--- src/design/etf_pkg.sv ---
// Shared types and constants for the escape-time fractal pixel block.
`timescale 1ns / 1ps
`default_nettype none

package etf_pkg;

    // Configuration register indexes
    localparam logic [1:0] CFG_MAX_ITER  = 2'd0;
    localparam logic [1:0] CFG_JULIA     = 2'd1;
    localparam logic [1:0] CFG_JCONST_RE = 2'd2;
    localparam logic [1:0] CFG_JCONST_IM = 2'd3;

    // Fixed widths of the register file and the result fields
    localparam int CFG_INDEX_W   = 2;
    localparam int CFG_DATA_W    = 32;
    localparam int COORD_W       = 32;
    localparam int MAX_ITER_W    = 12;
    localparam int OUT_COUNT_W   = 12;
    localparam int CHAN_W        = 8;

    localparam logic [MAX_ITER_W-1:0] MAX_ITER_RESET = 12'd50;

    // Color table, packed as {red, green, blue}
    localparam logic [3*CHAN_W-1:0] PALETTE [16] = '{
        24'h42_1E_0F, 24'h19_07_1A, 24'h09_01_2F, 24'h04_04_49,
        24'h00_07_64, 24'h0C_2C_8A, 24'h18_52_B1, 24'h39_7D_D1,
        24'h86_B5_E5, 24'hD3_EC_F8, 24'hF1_E9_BF, 24'hF8_C9_5F,
        24'hFF_AA_00, 24'hCC_80_00, 24'h99_57_00, 24'h6A_34_03
    };

    // Command from the front end to the iteration engine
    typedef struct packed {
        logic start;
        logic julia;
    } etf_cmd_t;

    // Status from the iteration engine to the front end
    typedef struct packed {
        logic idle;
        logic done;
    } etf_sts_t;

endpackage

`default_nettype wire

--- src/design/escape_time_fractal_pixel.sv ---
// Top level of the escape-time fractal pixel block: registers, handshakes and coloring.
`timescale 1ns / 1ps
`default_nettype none

// Takes one complex point (signed 32-bit, FRACTION_BITS fraction bits) per transfer and returns
// its escape-time count and a palette color. Julia mode starts from the point with the
// configured constant; Mandelbrot mode starts from zero with the point as constant. Each
// update step runs through one shared 32x32 multiplier as three products and a write-back,
// and one point is in work at a time. A finished result sits in the output register, and the
// next point is taken while it waits. The user must write configuration through
// cfg_wr_en/cfg_index/cfg_wdata only while the block is idle; the block does not enforce it.
module escape_time_fractal_pixel #(
    parameter int COUNT_WIDTH   = 12,
    parameter int FRACTION_BITS = 27
) (
    input  wire                                       aclk,
    input  wire                                       aresetn,
    input  wire logic                                 cfg_wr_en,
    input  wire logic [etf_pkg::CFG_INDEX_W-1:0]      cfg_index,
    input  wire logic [etf_pkg::CFG_DATA_W-1:0]       cfg_wdata,
    input  wire logic                                 s_valid,
    output logic                                      s_ready,
    input  wire logic signed [etf_pkg::COORD_W-1:0]   s_point_re,
    input  wire logic signed [etf_pkg::COORD_W-1:0]   s_point_im,
    output logic                                      m_valid,
    input  wire logic                                 m_ready,
    output logic [etf_pkg::OUT_COUNT_W-1:0]           m_iteration_count,
    output logic [etf_pkg::CHAN_W-1:0]                m_red,
    output logic [etf_pkg::CHAN_W-1:0]                m_green,
    output logic [etf_pkg::CHAN_W-1:0]                m_blue
);
    import etf_pkg::*;

    localparam int MAX_W = (COUNT_WIDTH < MAX_ITER_W) ? COUNT_WIDTH : MAX_ITER_W;

    logic [MAX_W-1:0]           max_iter_reg;
    logic                       julia_reg;
    logic signed [COORD_W-1:0]  jconst_re_reg, jconst_im_reg;

    logic                       m_valid_reg;
    logic [OUT_COUNT_W-1:0]     count_out_reg;
    logic [CHAN_W-1:0]          red_reg, green_reg, blue_reg;

    etf_cmd_t                   cmd;
    etf_sts_t                   sts;
    logic                       unload;
    logic [COUNT_WIDTH-1:0]     eng_count;
    logic [COUNT_WIDTH+OUT_COUNT_W-1:0] count_wide;
    logic [3*CHAN_W-1:0]        color;

    // Configuration register file
    always_ff @(posedge aclk) begin
        if (!aresetn) begin
            max_iter_reg  <= MAX_ITER_RESET[MAX_W-1:0];
            julia_reg     <= 1'b0;
            jconst_re_reg <= '0;
            jconst_im_reg <= '0;
        end else if (cfg_wr_en) begin
            unique case (cfg_index)
                CFG_MAX_ITER:  max_iter_reg  <= cfg_wdata[MAX_W-1:0];
                CFG_JULIA:     julia_reg     <= cfg_wdata[0];
                CFG_JCONST_RE: jconst_re_reg <= cfg_wdata;
                CFG_JCONST_IM: jconst_im_reg <= cfg_wdata;
                default: ;
            endcase
        end
    end

    // Start the engine on an input transfer
    assign s_ready   = sts.idle;
    assign cmd.start = s_valid && sts.idle;
    assign cmd.julia = julia_reg;
    assign unload    = !m_valid_reg || m_ready;

    etf_iter #(
        .COUNT_WIDTH   (COUNT_WIDTH),
        .FRACTION_BITS (FRACTION_BITS),
        .MAX_W         (MAX_W)
    ) u_iter (
        .aclk      (aclk),
        .aresetn   (aresetn),
        .cmd       (cmd),
        .unload    (unload),
        .point_re  (s_point_re),
        .point_im  (s_point_im),
        .jconst_re (jconst_re_reg),
        .jconst_im (jconst_im_reg),
        .max_iter  (max_iter_reg),
        .sts       (sts),
        .count     (eng_count)
    );

    // Map the count to a color; entry zero is black in Julia mode
    assign count_wide = {{OUT_COUNT_W{1'b0}}, eng_count};
    always_comb begin
        if ((eng_count[3:0] == 4'd0) && julia_reg) begin
            color = '0;
        end else begin
            color = PALETTE[eng_count[3:0]];
        end
    end

    // Output register: hold until the transfer completes
    always_ff @(posedge aclk) begin
        if (!aresetn) begin
            m_valid_reg <= 1'b0;
        end else if (sts.done) begin
            m_valid_reg <= 1'b1;
        end else if (m_ready) begin
            m_valid_reg <= 1'b0;
        end
    end

    always_ff @(posedge aclk) begin
        if (sts.done) begin
            count_out_reg <= count_wide[OUT_COUNT_W-1:0];
            red_reg       <= color[3*CHAN_W-1:2*CHAN_W];
            green_reg     <= color[2*CHAN_W-1:CHAN_W];
            blue_reg      <= color[CHAN_W-1:0];
        end
    end

    assign m_valid           = m_valid_reg;
    assign m_iteration_count = count_out_reg;
    assign m_red             = red_reg;
    assign m_green           = green_reg;
    assign m_blue            = blue_reg;

endmodule

`default_nettype wire

--- src/design/etf_iter.sv ---
// Iteration engine: one shared multiplier sequenced over z = z^2 + c with a box escape test.
`timescale 1ns / 1ps
`default_nettype none

module etf_iter #(
    parameter int COUNT_WIDTH   = 12,
    parameter int FRACTION_BITS = 27,
    parameter int MAX_W         = 12
) (
    input  wire                              aclk,
    input  wire                              aresetn,
    input  wire etf_pkg::etf_cmd_t           cmd,
    input  wire logic                        unload,
    input  wire logic signed [31:0]          point_re,
    input  wire logic signed [31:0]          point_im,
    input  wire logic signed [31:0]          jconst_re,
    input  wire logic signed [31:0]          jconst_im,
    input  wire logic [MAX_W-1:0]            max_iter,
    output etf_pkg::etf_sts_t                sts,
    output logic [COUNT_WIDTH-1:0]           count
);
    import etf_pkg::*;

    typedef enum logic [2:0] {
        ST_IDLE,
        ST_SQ_RE,
        ST_SQ_IM,
        ST_CROSS,
        ST_UPDATE,
        ST_DONE
    } state_t;

    localparam int PROD_W = 2 * COORD_W;
    localparam int SUM_W  = PROD_W + 2;
    localparam logic signed [PROD_W-1:0] BOX_LIMIT = 64'sd2 <<< FRACTION_BITS;
    localparam logic signed [SUM_W-1:0]  SAT_MAX   = 66'sd2147483647;
    localparam logic signed [SUM_W-1:0]  SAT_MIN   = -66'sd2147483648;

    state_t                     state_reg;
    logic                       first_reg;
    logic [COUNT_WIDTH-1:0]     count_reg;

    logic signed [COORD_W-1:0]  zr_reg, zi_reg, cr_reg, ci_reg;
    logic signed [PROD_W-1:0]   rr_reg, ii_reg, ri_reg;

    logic signed [COORD_W-1:0]  mul_a, mul_b;
    logic signed [PROD_W-1:0]   mul_p;
    logic signed [PROD_W-1:0]   rr_sh, ii_sh, ri_sh;
    logic signed [SUM_W-1:0]    sum_re, sum_im;
    logic signed [PROD_W-1:0]   zr_wide, zi_wide;
    logic                       in_box;
    logic                       below_max;

    // Clamp a wide sum to the signed coordinate range
    function automatic logic signed [COORD_W-1:0] sat_coord(input logic signed [SUM_W-1:0] x);
        logic signed [COORD_W-1:0] r;
        if (x > SAT_MAX) begin
            r = SAT_MAX[COORD_W-1:0];
        end else if (x < SAT_MIN) begin
            r = SAT_MIN[COORD_W-1:0];
        end else begin
            r = x[COORD_W-1:0];
        end
        return r;
    endfunction

    // Select multiplier operands: zr*zr, then zi*zi, then zr*zi
    always_comb begin
        mul_a = (state_reg == ST_SQ_IM) ? zi_reg : zr_reg;
        mul_b = (state_reg == ST_SQ_RE) ? zr_reg : zi_reg;
    end
    assign mul_p = mul_a * mul_b;

    // Scale products (arithmetic shift rounds toward minus infinity) and sum
    assign rr_sh  = rr_reg >>> FRACTION_BITS;
    assign ii_sh  = ii_reg >>> FRACTION_BITS;
    assign ri_sh  = ri_reg >>> (FRACTION_BITS - 1);
    assign sum_re = SUM_W'(rr_sh) - SUM_W'(ii_sh) + SUM_W'(cr_reg);
    assign sum_im = SUM_W'(ri_sh) + SUM_W'(ci_reg);

    // Box escape test on the current z and iteration limit
    assign zr_wide   = PROD_W'(zr_reg);
    assign zi_wide   = PROD_W'(zi_reg);
    assign in_box    = (zr_wide <= BOX_LIMIT) && (zr_wide >= -BOX_LIMIT) &&
                       (zi_wide <= BOX_LIMIT) && (zi_wide >= -BOX_LIMIT);
    assign below_max = count_reg < COUNT_WIDTH'(max_iter);

    // Sequencer: state, first-pass flag and count
    always_ff @(posedge aclk) begin
        if (!aresetn) begin
            state_reg <= ST_IDLE;
            first_reg <= 1'b0;
            count_reg <= '0;
        end else begin
            unique case (state_reg)
                ST_IDLE: begin
                    if (cmd.start) begin
                        first_reg <= 1'b1;
                        count_reg <= '0;
                        state_reg <= ST_SQ_RE;
                    end
                end
                ST_SQ_RE: begin
                    if (first_reg) begin
                        first_reg <= 1'b0;
                        state_reg <= ST_SQ_IM;
                    end else if (in_box && below_max) begin
                        count_reg <= count_reg + 1'b1;
                        state_reg <= ST_SQ_IM;
                    end else begin
                        state_reg <= ST_DONE;
                    end
                end
                ST_SQ_IM:  state_reg <= ST_CROSS;
                ST_CROSS:  state_reg <= ST_UPDATE;
                ST_UPDATE: state_reg <= ST_SQ_RE;
                ST_DONE: begin
                    if (unload) begin
                        state_reg <= ST_IDLE;
                    end
                end
                default: state_reg <= ST_IDLE;
            endcase
        end
    end

    // Datapath: load operands, capture products, write back z
    always_ff @(posedge aclk) begin
        case (state_reg)
            ST_IDLE: begin
                if (cmd.start) begin
                    zr_reg <= cmd.julia ? point_re : '0;
                    zi_reg <= cmd.julia ? point_im : '0;
                    cr_reg <= cmd.julia ? jconst_re : point_re;
                    ci_reg <= cmd.julia ? jconst_im : point_im;
                end
            end
            ST_SQ_RE: rr_reg <= mul_p;
            ST_SQ_IM: ii_reg <= mul_p;
            ST_CROSS: ri_reg <= mul_p;
            ST_UPDATE: begin
                zr_reg <= sat_coord(sum_re);
                zi_reg <= sat_coord(sum_im);
            end
            default: ;
        endcase
    end

    assign sts.idle = (state_reg == ST_IDLE);
    assign sts.done = (state_reg == ST_DONE) && unload;
    assign count    = count_reg;

endmodule

`default_nettype wire

--- config.mk ---
export PLATFORM = sky130hd
export DESIGN_NAME = escape_time_fractal_pixel
export DESIGN_NICKNAME = d
export VERILOG_FILES = /design/src/design/etf_pkg.sv /design/src/design/escape_time_fractal_pixel.sv /design/src/design/etf_iter.sv
export SDC_FILE = /design/constraint.sdc
export NUM_CORES = 2
export LEC_CHECK = 0
export ABC_CLOCK_PERIOD_IN_PS = 13550
export BUFFER_PORTS_ARGS = -buffer_cell sky130_fd_sc_hd__buf_2
export CORE_MARGIN = 4
export CORE_UTILIZATION = 25
export CTS_BUF_LIST = sky130_fd_sc_hd__clkbuf_8 sky130_fd_sc_hd__clkbuf_16
export DETAILED_ROUTE_END_ITERATION = 12
export GPL_TIMING_DRIVEN = 0
export SLEW_MARGIN = 5
export SYNTH_ARGS = -nofsm -noshare
export SYNTH_HDL_FRONTEND = slang
export SYNTH_SLANG_ARGS = --single-unit
--- constraint.sdc ---
create_clock -name aclk -period 13.55 [get_ports aclk]
set_input_delay 2.0325 -clock aclk [delete_from_list [all_inputs] [get_ports aclk]]
set_output_delay 2.0325 -clock aclk [all_outputs]
set_load 0.02 [all_outputs]
# Word level (Yosys, flattened, before mapping)
# Memory sizes are Yosys's and may differ from the RTL's. A register that Yosys moved wholly into a read port is not among the register bits.
# Cells that the tools add are included.
dict set report word_totals {
  ff_bits 426
  rom_bits 384
  output_inout_bits 38
  n_memories 1
}
# memory words width rd rd_ports_with_merged_regs wr line
set memory_table {}
lappend memory_table {{(no name shown)} 16 24 1 1 0 escape_time_fractal_pixel.sv:99} ;# color = PALETTE[eng_count[3:0]];
dict set report op_classes {
  n_addsub 4
  mul 1
  n_lt_le_gt_ge 9
  n_eq_ne 12
  muxes 27
  n_bitwise 1
  n_reduce_logical 24
}
# cell count
set op_table {}
lappend op_table {{32-bit 2-to-1 mux} 12}
lappend op_table {{66-bit by 32-bit greater-than comparator with 1-bit output, second input constant} 2}
lappend op_table {{66-bit by 32-bit less-than comparator with 1-bit output, second input constant} 2}
lappend op_table {{32-bit case mux with 2 select lines} 2}
lappend op_table {{38-bit by 32-bit adder with 39-bit output} 2}
lappend op_table {{32-bit by 29-bit >= comparator with 1-bit output, second input constant} 2}
lappend op_table {{32-bit by 30-bit less-or-equal comparator with 1-bit output, second input constant} 2}
lappend op_table {{32-bit by 32-bit multiplier with 64-bit output} 1}
lappend op_table {{37-bit by 37-bit subtractor with 38-bit output} 1}
lappend op_table {{12-bit 2-to-1 mux} 3}
lappend op_table {{12-bit case mux with 2 select lines} 1}
lappend op_table {{3-bit case mux with 6 select lines} 1}
lappend op_table {{2-bit AND reduction} 8}
lappend op_table {{12-bit by 1-bit adder with 12-bit output, second input constant} 1}
lappend op_table {{12-bit less-than comparator} 1}
lappend op_table {{3-bit 2-to-1 mux} 4}
lappend op_table {{1-bit logical AND} 7}
lappend op_table {{3-bit by 2-bit equality test with 1-bit output, second input constant} 2}
lappend op_table {{3-bit equality test, second input constant} 2}
lappend op_table {{2-bit nonzero test} 3}
lappend op_table {{4-bit inverter with 5-bit output} 1}
lappend op_table {{2-bit equality test, second input constant} 2}
lappend op_table {{4-bit zero test} 1}
lappend op_table {{2-bit by 1-bit inequality test with 1-bit output, second input constant} 2}
lappend op_table {{10 further kinds} 13}

# Depth between registers and ports, before layout
dict set report logic_depth {
  word_depth 8
  mapped_depth 37
  mapped_depth_nobuf 33
}

# By module
# A second synthesis with hierarchy kept.
dict set report unflattened {
  cells_unflattened 5751
  area_unflattened_um2 55338.1
}
# mod instances cells_each area_per_inst_um2 seq_area_each_um2
set by_module_without_submodules {}
lappend by_module_without_submodules {etf_iter 1 5274 50723.6 7527.2}
lappend by_module_without_submodules {escape_time_fractal_pixel 1 477 4614.4 2642.5}

# Least setup slack after synthesis
# No wires, ideal clock.
dict set report synth_timing {
  path_kind {reg2reg}
  from {register u_iter.state_reg[0]}
  to {register u_iter.ii_reg[62] (data pin)}
  t_arrival_ns 9.999
  slack_ns 3.284
  path_stages_with_launch 32
  path_buffers 5
  period_less_slack_ns 10.266
  cell_sequence {dfxtp_1 > buf_2 > nor3b_1 > clkbuf_1 > buf_1 > mux2i_1 > clkbuf_1 > nor2_1 > fa_1 > inv_1 > fa_1 > inv_1 > fa_1 > fa_1 > inv_1 > fa_1 > inv_1 > fa_1 > inv_1 > fa_1 > inv_1 > fa_1 > ha_1 > clkbuf_1 > a21o_1 > a21o_1 > a21oi_1 > a21boi_0 > o21a_1 > a311o_1 > a21oi_1 > xnor2_1}
}
dict set report synth_via {
  elab_chain_cells 3
  elab_cells_between_ends 5
  classes_between {1 x mul; 2 x eq/ne; 2 x mux}
}
# item line
set synth_lines {}
lappend synth_lines {{start: declaration} etf_iter.sv:39} ;# state_t state_reg;
lappend synth_lines {{start signal: assignment} etf_iter.sv:91} ;# state_reg <= ST_IDLE;
lappend synth_lines {{start signal: assignment} etf_iter.sv:100} ;# state_reg <= ST_SQ_RE;
lappend synth_lines {{start signal: assignment} etf_iter.sv:106} ;# state_reg <= ST_SQ_IM;
lappend synth_lines {{3-bit by 2-bit equality test with 1-bit output / 3-bit by 1-bit equality test with 1-bit output (equally long branches)} {etf_iter.sv:69, etf_iter.sv:70}}
lappend synth_lines {{32-bit 2-to-1 mux, on equally long branches} {etf_iter.sv:69, etf_iter.sv:70}}
lappend synth_lines {{32-bit by 32-bit multiplier with 64-bit output *} etf_iter.sv:72} ;# assign mul_p = mul_a * mul_b;
lappend synth_lines {{net u_iter.mul_p[62]} etf_iter.sv:47} ;# logic signed [PROD_W-1:0] mul_p;
lappend synth_lines {{end signal: assignment} etf_iter.sv:139} ;# ST_SQ_IM: ii_reg <= mul_p;
lappend synth_lines {{end: declaration} etf_iter.sv:44} ;# logic signed [PROD_W-1:0] rr_reg, ii_reg, ri_reg;
# The timed path passes the listed nets; every way through them passes the cells marked *.
# A chain may end at the register's enable or synchronous reset.

# Final worst setup path
dict set report layout_timing {
  from {register u_iter.state_reg[0]}
  to {register u_iter.ii_reg[63] (data pin)}
}
# Same word-level chain as after synthesis.

==> flow_results.xml <==
<?xml version="1.0" encoding="UTF-8"?>
<metrics>
  <group name="die">
    <metric name="initial_utilization" unit="%">25.2</metric>
    <metric name="rows" unit="">172</metric>
    <metric name="core-area" unit="um2">220000</metric>
    <metric name="die_h" unit="um">479</metric>
    <metric name="fp.dieW" unit="um">479</metric>
    <metric name="dieArea" unit="um2">230000</metric>
    <metric name="number_of_i_o_pins" unit="">141</metric>
  </group>
  <group name="timing">
    <metric name="maxSlewHeadroom" unit="%">-4.71</metric>
    <metric name="worst_slew_pin_slew" unit="ns">1.57</metric>
    <metric name="clock_skew" unit="ns">0.0305</metric>
    <metric name="fin_crit_sh" unit="%">96.0</metric>
    <metric name="timing_max_transition_violations_final" unit="">11</metric>
    <metric name="finalSetupTns" unit="ns">0</metric>
    <metric name="timing_limited_maximum_frequency" unit="MHz">76.9</metric>
    <metric name="setup_ws" unit="ns">0.547</metric>
    <metric name="finalHoldViolCount" unit="">0</metric>
    <metric name="rsz0062_at_grt" unit="">no</metric>
    <metric name="setup_violations" unit="">0</metric>
    <metric name="finalCriticalPeriod" unit="ns">13.00</metric>
  </group>
  <group name="clock_tree">
    <metric name="cts_inserted_buffers" unit="">34</metric>
    <metric name="holdBufCountCts" unit="">0</metric>
    <metric name="clk_root_buffer_cell" unit="">sky130_fd_sc_hd__clkbuf_16</metric>
    <metric name="cts_htree_levels" unit="">2</metric>
    <metric name="tritoncts" unit="">yes</metric>
    <metric name="worstSkewPairLatency" unit="ns">0.54</metric>
    <metric name="clkTransAtPathRegs" unit="ns">0.07</metric>
    <metric name="clock_sink_count" unit="">370</metric>
    <metric name="clock_tree.buffer_depth" unit="">3</metric>
  </group>
  <group name="flow_run">
    <metric name="max_cap_viol_count" unit="">1</metric>
  </group>
  <group name="detailed_routing">
    <metric name="antenna_violating_nets_post_route" unit="">0</metric>
    <metric name="num_vias" unit="">43100</metric>
    <metric name="first_iter_violations" unit="">4082</metric>
    <metric name="drtPass1Iterations" unit="">8</metric>
    <metric name="detail_route.drc_violations" unit="">0</metric>
    <metric name="wirelength" unit="um">205000</metric>
    <metric name="detail_route.vias_per_cell" unit="">4.81</metric>
    <metric name="routed_wire_length_per_instance" unit="um">22.9</metric>
  </group>
  <group name="synthesis">
    <metric name="synth_edf_count" unit="">276</metric>
    <metric name="netlist_instances" unit="">5771</metric>
    <metric name="synth_ff_type" unit="">sky130_fd_sc_hd__edfxtp_1</metric>
    <metric name="yosys_warnings" unit="">0</metric>
    <metric name="synth.avg_cell_area" unit="um2">9.63</metric>
    <metric name="synth-async-reset-ratio" unit="%">0</metric>
    <metric name="netlist_area" unit="um2">55500</metric>
    <metric name="mappedNetlistNets" unit="">7273</metric>
    <metric name="synth.ff_latch_count" unit="">370</metric>
    <metric name="synth.lib_cells_used.distinct" unit="">85</metric>
    <metric name="synth_seq_area_share" unit="%">18.3</metric>
  </group>
  <group name="placement">
    <metric name="dpl.hpwl" unit="um">173000</metric>
    <metric name="io_buffer_count" unit="">139</metric>
    <metric name="dp_worst_setup_slack" unit="ns">0.425</metric>
    <metric name="globalplace.congestion" unit="">1.00</metric>
    <metric name="postPlaceCellArea" unit="um2">60400</metric>
  </group>
  <group name="critical_path">
    <metric name="setup.worst_path.start_class" unit="">flip-flop</metric>
    <metric name="timing.critical_path.slowest_cell_delay" unit="ns">1.23</metric>
    <metric name="worst-path-buf-inv" unit="">8</metric>
    <metric name="worst_ep_required_time" unit="ns">13.85</metric>
    <metric name="critical_path.top_delay_family" unit="">adder cells</metric>
    <metric name="cp_common_cell" unit="">sky130_fd_sc_hd__fa_1</metric>
    <metric name="timing.critical_path.to_type" unit="">flip-flop</metric>
    <metric name="timing_worst_setup_path_type" unit="">reg2reg</metric>
    <metric name="critical_path.slowest_cell" unit="">sky130_fd_sc_hd__mux2i_1</metric>
    <metric name="cp_data_arrival_time" unit="ns">13.30</metric>
    <metric name="cp_max_fo" unit="">10</metric>
  </group>
  <group name="finish">
    <metric name="finalInstanceArea" unit="um2">61600</metric>
    <metric name="num-fill-cells" unit="">23400</metric>
    <metric name="layout.core_utilization" unit="%">27.9</metric>
    <metric name="final_cell_mix" unit="">sky130_fd_sc_hd__inv_1 (1221), sky130_fd_sc_hd__fa_1 (1118), sky130_fd_sc_hd__nand2_1 (779)</metric>
    <metric name="drive_above_1_share" unit="%">6.48</metric>
    <metric name="final_nets" unit="">7469</metric>
    <metric name="mostFrequentLayoutCell" unit="">sky130_fd_sc_hd__inv_1</metric>
    <metric name="largest_register_ffs" unit="">38</metric>
    <metric name="areaGrowthSynthToFinish" unit="%">10.8</metric>
  </group>
  <group name="global_routing">
    <metric name="grt_start_max_net_pins" unit="">66</metric>
    <metric name="antenna_found_initial" unit="">11</metric>
    <metric name="grt.overflow.total" unit="">0</metric>
    <metric name="first_global_vias" unit="">44400</metric>
    <metric name="grt_first_pass_wirelength" unit="um">301000</metric>
    <metric name="global_route.usage.total" unit="%">17.7</metric>
  </group>
  <group name="status">
    <metric name="violated_checks" unit="">capacitance limit, slew limit</metric>
    <metric name="run_status" unit="">complete, but fails checks</metric>
  </group>
  <group name="worst_hold_path">
    <metric name="min-delay-path-class" unit="">reg2reg</metric>
  </group>
</metrics>
metal layers:
| metal | GRT usage [%] | wire length, um | up-vias |
|---|---|---|---|
| li1 | - | - | 18300 |
| met1 | 24.1 | 83700 | 22100 |
| met2 | 27.1 | 89600 | 2328 |
| met3 | 4.36 | 22400 | 451 |
| met4 | 6.74 | 9410 | 4 |
| met5 | 0 | 21 | - |
path summary, 6_finish.rpt:
path | startpoint | to | slack [ns] | cells after the start
max | u_iter.state_reg[0] | u_iter.ii_reg[63] | 0.55 | 31
min | jconst_im_reg[4] | jconst_im_reg[4] | 0.46 | 2
max reg2reg | u_iter.state_reg[0] | u_iter.ii_reg[63] | 0.55 | 31
min reg2reg | jconst_im_reg[4] | jconst_im_reg[4] | 0.46 | 2
layout make-up:
cell class,count,area [um2],area share [%]
multi-input combinational,3938,40000,65.0
tap,2958,3700,6.01
clock buffer,36,901,1.46
clock inverter,25,194,0.315
timing repair buffer,160,1020,1.65
antenna,10,25.0,0.0407
buffer,243,937,1.52
inverter,1220,4580,7.44
sequential,370,10200,16.5
logic make-up (layout without fill, tap and decap cells):
logic type / count (synthesis) / in the layout / share of synthesized area [%]
XOR/XNOR: 124 / 124 / 1.96
AO/OA/AOI/OAI: 617 / 617 / 7.86
adder cells (fa/ha/maj): 1399 / 1399 / 46.6
AND/OR/NAND/NOR: 1636 / 1636 / 12.2
other: 0 / 10 / 0
flip-flops: 370 / 370 / 18.3
buffers and inverters: 1463 / 1684 / 9.92
multiplexers: 162 / 162 / 3.16
what timing repair did:
action / in CTS / in global routing
gates resized for setup: 0 / 3
setup buffers: 0 / 0
hold endpoints to repair: 0 / 0
endpoints found under the setup margin: 0 / 10
stage by stage:
step / hold WS, ns / instances
detailed placement: 0.456 / 8889
finish: 0.464 / 8960
floorplan: 0.432 / 5771
global placement: 0.447 / 8868
CTS: 0.466 / 8950
global route: 0.485 / 8952
cell usage after synthesis, types with 8 or more instances:
cell,n,area [um2]
sky130_fd_sc_hd__nand2b_1,32,200
sky130_fd_sc_hd__a31oi_1,25,156
sky130_fd_sc_hd__o21ai_1,9,45.0
sky130_fd_sc_hd__fa_1,1119,22400
sky130_fd_sc_hd__and2_1,20,125
sky130_fd_sc_hd__nand4_1,20,125
sky130_fd_sc_hd__and3_1,28,175
sky130_fd_sc_hd__o31ai_1,8,60.1
sky130_fd_sc_hd__xor2_1,37,324
sky130_fd_sc_hd__nor3_1,24,120
sky130_fd_sc_hd__xnor2_1,87,762
sky130_fd_sc_hd__a21oi_1,140,701
sky130_fd_sc_hd__a21o_1,90,676
sky130_fd_sc_hd__nor4_1,18,113
sky130_fd_sc_hd__nor2b_1,20,125
sky130_fd_sc_hd__a211oi_1,19,143
sky130_fd_sc_hd__ha_1,280,3500
sky130_fd_sc_hd__mux2_2,96,1080
sky130_fd_sc_hd__dfxtp_1,94,1880
sky130_fd_sc_hd__inv_1,1215,4560
sky130_fd_sc_hd__o211ai_1,18,135
sky130_fd_sc_hd__or3_1,8,50.1
sky130_fd_sc_hd__nor2_1,605,2270
sky130_fd_sc_hd__edfxtp_1,276,8290
sky130_fd_sc_hd__mux2i_1,64,641
sky130_fd_sc_hd__buf_2,9,45.0
sky130_fd_sc_hd__o21bai_1,22,165
sky130_fd_sc_hd__nand2_1,780,2930
sky130_fd_sc_hd__clkbuf_1,211,792
sky130_fd_sc_hd__nand3_1,42,210
sky130_fd_sc_hd__a21boi_0,77,578
sky130_fd_sc_hd__a221o_1,62,621
sky130_fd_sc_hd__o21ai_0,62,310
sky130_fd_sc_hd__o21a_1,23,173
sky130_fd_sc_hd__or2_2,14,87.6
sky130_fd_sc_hd__buf_1,22,82.6
worst min-delay path, delay by kind of cell, from the launching register on:
family,cells,cell delay [ns]
flip-flops,1,0.31
AO/OA/AOI/OAI,1,0.06
AND/OR/NAND/NOR,1,0.05
Power is left out: the tool's default activity adds up to more than one toggle a clock period on the data nets, which glitch-free logic cannot reach.
